<file path="src/salc_pkg.sv">
// ----------------------------------------------------------------------------
// salc_pkg
// shared constants and control types of the set associative cache with
// lru and lfu replacement
// ----------------------------------------------------------------------------
package salc_pkg;

  localparam int unsigned DefWays         = 8;
  localparam int unsigned DefMaxIndexBits = 6;
  localparam int unsigned DefAddrWidth    = 32;
  localparam int unsigned DefStampWidth   = 32;

  localparam int unsigned UsesWidth = 32;
  localparam int unsigned OutWidth  = 32;

  // configuration register indexes
  localparam logic [1:0] CfgOffsetBits = 2'd0;
  localparam logic [1:0] CfgIndexBits  = 2'd1;
  localparam logic [1:0] CfgWaysInUse  = 2'd2;
  localparam logic [1:0] CfgLfuMode    = 2'd3;

  // result status codes
  localparam logic [1:0] StatFill  = 2'd0;
  localparam logic [1:0] StatHit   = 2'd1;
  localparam logic [1:0] StatEvict = 2'd2;

  typedef struct packed {
    logic clr;
    logic accept;
    logic read;
    logic scan;
    logic write;
  } salc_cmd_t;

  typedef struct packed {
    logic clr_last;
    logic scan_last;
    logic out_free;
  } salc_sts_t;

endpackage

</file>
<file path="src/salc_ctrl.sv">
// ----------------------------------------------------------------------------
// salc_ctrl
// sequencer: clearing pass, then per request read, way scan and write back
// ----------------------------------------------------------------------------
module salc_ctrl
  import salc_pkg::*;
(
  input  logic      clk_i,
  input  logic      rst_ni,
  input  logic      in_valid_i,
  output logic      in_ready_o,
  input  salc_sts_t sts_i,
  output salc_cmd_t cmd_o
);

  localparam logic [2:0] StClear = 3'd0;
  localparam logic [2:0] StIdle  = 3'd1;
  localparam logic [2:0] StRead  = 3'd2;
  localparam logic [2:0] StScan  = 3'd3;
  localparam logic [2:0] StWrite = 3'd4;

  logic [2:0] state_q, state_d;

  always_comb begin
    state_d = state_q;
    cmd_o   = '0;
    unique case (state_q)
      StClear: begin
        cmd_o.clr = 1'b1;
        if (sts_i.clr_last) state_d = StIdle;
      end
      StIdle: begin
        if (in_valid_i) begin
          cmd_o.accept = 1'b1;
          state_d      = StRead;
        end
      end
      StRead: begin
        cmd_o.read = 1'b1;
        state_d    = StScan;
      end
      StScan: begin
        cmd_o.scan = 1'b1;
        if (sts_i.scan_last) state_d = StWrite;
      end
      StWrite: begin
        if (sts_i.out_free) begin
          cmd_o.write = 1'b1;
          state_d     = StIdle;
        end
      end
      default: state_d = StIdle;
    endcase
  end

  assign in_ready_o = (state_q == StIdle);

  always_ff @(posedge clk_i or negedge rst_ni) begin
    if (!rst_ni) begin
      state_q <= StClear;
    end else begin
      state_q <= state_d;
    end
  end

endmodule

</file>
<file path="config.mk">
export PLATFORM = sky130hd
export DESIGN_NAME = salc_ctrl
export DESIGN_NICKNAME = d
export VERILOG_FILES = /design/src/salc_pkg.sv /design/src/salc_ctrl.sv
export SDC_FILE = /design/constraint.sdc
export NUM_CORES = 1
export LEC_CHECK = 0
export ABC_AREA = 1
export BUFFER_PORTS_ARGS = -buffer_cell sky130_fd_sc_hd__buf_2
export CORE_AREA = 8 8 45 47
export DETAILED_ROUTE_END_ITERATION = 16
export DIE_AREA = 0 0 53 55
export PLACE_DENSITY_LB_ADDON = 0.08
export SLEW_MARGIN = 5
export SYNTH_ARGS = -nofsm -noshare
export SYNTH_HDL_FRONTEND = slang
export SYNTH_SLANG_ARGS = --single-unit
</file>
<file path="constraint.sdc">
create_clock -name clk_i -period 2.1 [get_ports clk_i]
set_clock_uncertainty 0.15 [all_clocks]
set_input_delay 0.42 -clock clk_i [delete_from_list [all_inputs] [get_ports clk_i]]
set_output_delay 0.42 -clock clk_i [all_outputs]
set_load 0.03 [all_outputs]
</file>
==> results.ini <==
[outcome]
status = finished, final reports clean

[synthesis]
synthDistinctLibCells = 10
synthCells = 37
ys_ff_latch = 3
synth_area_per_cell_um2 = 6.087
ys_seq_area_share_pct = 33.33
syn_area_um2 = 225.2
yosys_warnings = 0
synth_fp_nets = 43

[critical_path]
r2r_slack_ps = 860
r2r_cells = 7
timing.critical_path.cells = inv_1 -> nor2_2 -> nand2_1 -> nor2_1 -> buf_2
r2r-start = state_q[0]$_DFFE_PN0P_
crit_buf_inv = 2
slowest_stage = dfrtp_1
rr_endpoint = state_q[0]$_DFFE_PN0P_
cp.required_ps = 1530
arrival_ps = 1250
critPathKind = register to output pin
cp-start-kind = register
max_stage_delay_ps = 420
critPathCaptureType = output pin
crit_path_max_fanout = 6
critPathTopFamily = flip-flops

[cts]
h-tree-depth = 1
cts-hold-fix-buffers = 1
cts_tree = built
cts-buffers-inserted = 3
cts_resized = 0
post-cts-setup-buffers = 0
clk_pin_slew_ps = 40
clk_latency_ps = 230
cts_root_buf = clkbuf_4
clock_sinks = 3
clk_path_buf_depth = 2

[floorplan]
dieHeight_um = 55
rows = 14
die_area_mm2 = 0.002915
dieWidth_um = 53
initial_core_util_pct = 16.27
core_mm2 = 0.001384
top_level_ports = 12

[sta]
period_minus_slack_ps = 1818
relSlewSlack_pct = 86.52
fmaxAchievable_ghz = 0.5501
setup_viol = 0
final_max_slew_viol_count = 0
hold_viol = 0
setup_ws_ps = 282.2
fin_crit_sh_pct = 86.56
whs_ps = 310.3
setup_tns_ps = 0
worst_slew_pin_slew_ps = 200.4
rsz0062_at_grt = false

[global_route]
grt_pass1_vias = 282
grt_pass1_wl_um = 1062
grt_max_degree = 7
antenna_found_initial = 0
track_usage_pct = 5.200
overflow = 0

[placed_design]
dpl.hpwl_um = 523.2
gp_congestion = 0.7143
dp_slack_ps = 520.6
dpl_cell_area_um2 = 300.3
io_buffer_count = 11

[route]
firstDrtPassIters = 4
ant_nets = 0
avgRoutedWirePerCell_um = 9.174
via_per_inst = 3.841
dr.first_iter.drc_count = 3
drc = 0
wl_um = 633
vias = 265

[cells_and_area]
final_common_cell = buf_2
final_cell_mix = buf_2, inv_1, nand2_1
fillers = 159
antenna_cells = 0
post-route-util_pct = 24.32
design_area_um2 = 336.6
largest_register_ffs = 3
drive_gt1_share_pct = 35.85
max_flop_register = state_q
num-nets-final = 60
area_growth_pct = 49.44
top_regs = state_q: 3 flops

[power]
ir_drop_v = 0.0004470
leakage_nw = 0.2226
power_density_mw_per_mm2 = 1758

[min_path]
hold_path_depth = 4
hold_path_class = primary input to register
min_to = state_q[1]$_DFFE_PN0P_
min-delay-start = sts_i[1]

[flow_run]
max-cap-violations = 0

==> per-stage QoR <==
| stage | total power [mW] | instances |
|---|---|---|
| 2_1_floorplan | 0.4005 | 37 |
| 3_3_place_gp | 0.5124 | 64 |
| 3_5_place_dp | 0.4985 | 64 |
| 4_1_cts | 0.6048 | 69 |
| 5_1_grt | 0.6592 | 69 |
| 6_report | 0.5917 | 69 |
==> where the power goes <==
part	leakage, nW	switching, mW	internal (mW)
clock	0.0150	0.0295	0.0712
sequential	0.0379	0.0424	0.0876
combinational	0.170	0.252	0.109
==> synthesized netlist by cell type <==
library cell  count  share of area (%)
inv_1            10                 17
nor2_1            2                3.3
nor4_1            1                2.8
o21ai_1           1                2.2
nor3_1            1                2.2
nor2_2            3                8.3
dfrtp_1           3                 33
nand2_1          10                 17
nand2_2           2                5.6
nand3_1           4                8.9
==> cell type report <==
cell class | count | area (um2) | area share (%)
clock buffers | 4 | 26.28 | 7.807
repair buffers | 12 | 65.06 | 19.33
well taps | 16 | 20.02 | 5.948
multi-input cells | 24 | 112.6 | 33.46
flip-flops and latches | 3 | 75.07 | 22.30
inverters | 10 | 37.54 | 11.15
==> worst register-to-register path, cell delays in order, from the launching register on <==
cell	delay [ps]
dfrtp_1	420
inv_1	90
nor2_2	120
nand3_1	90
nand2_1	100
nor2_2	50
nand2_1	50
nand2_1	50
==> metal layers <==
metal | vias to the layer above | share of wire [%] | GRT usage, % | wire length [um]
li1 | 144 | - | - | -
met1 | 115 | 42 | 5.191 | 269
met2 | 6 | 45 | 7.227 | 288
met3 | 0 | 12 | 3.209 | 75
met4 | 0 | 0 | 5.172 | 0
met5 | - | 0 | 0 | 0
==> cell families (layout without fill, tap and decap cells) <==
kind of cell	after synthesis	in the layout	synth area share, %
and+or+nand+nor	23	23	47.78
buffers and inverters	10	26	16.67
DFF	3	3	33.33
AOI/OAI and AO/OA	1	1	2.220
==> worst max-delay path by stage <==
stage | startpoint | to | slack [ps] | cells past startpoint
floorplan | state_q[2]$_DFFE_PN0P_ | cmd_o[0] | 90 | 2
global placement | state_q[0]$_DFFE_PN0P_ | cmd_o[3] | 510 | 5
detailed placement | state_q[0]$_DFFE_PN0P_ | cmd_o[3] | 520 | 5
CTS | state_q[0]$_DFFE_PN0P_ | cmd_o[3] | 270 | 5
global route | state_q[0]$_DFFE_PN0P_ | cmd_o[3] | 130 | 5
finish | state_q[0]$_DFFE_PN0P_ | cmd_o[3] | 280 | 5
Note: power is estimated with default switching activity, not from simulation.
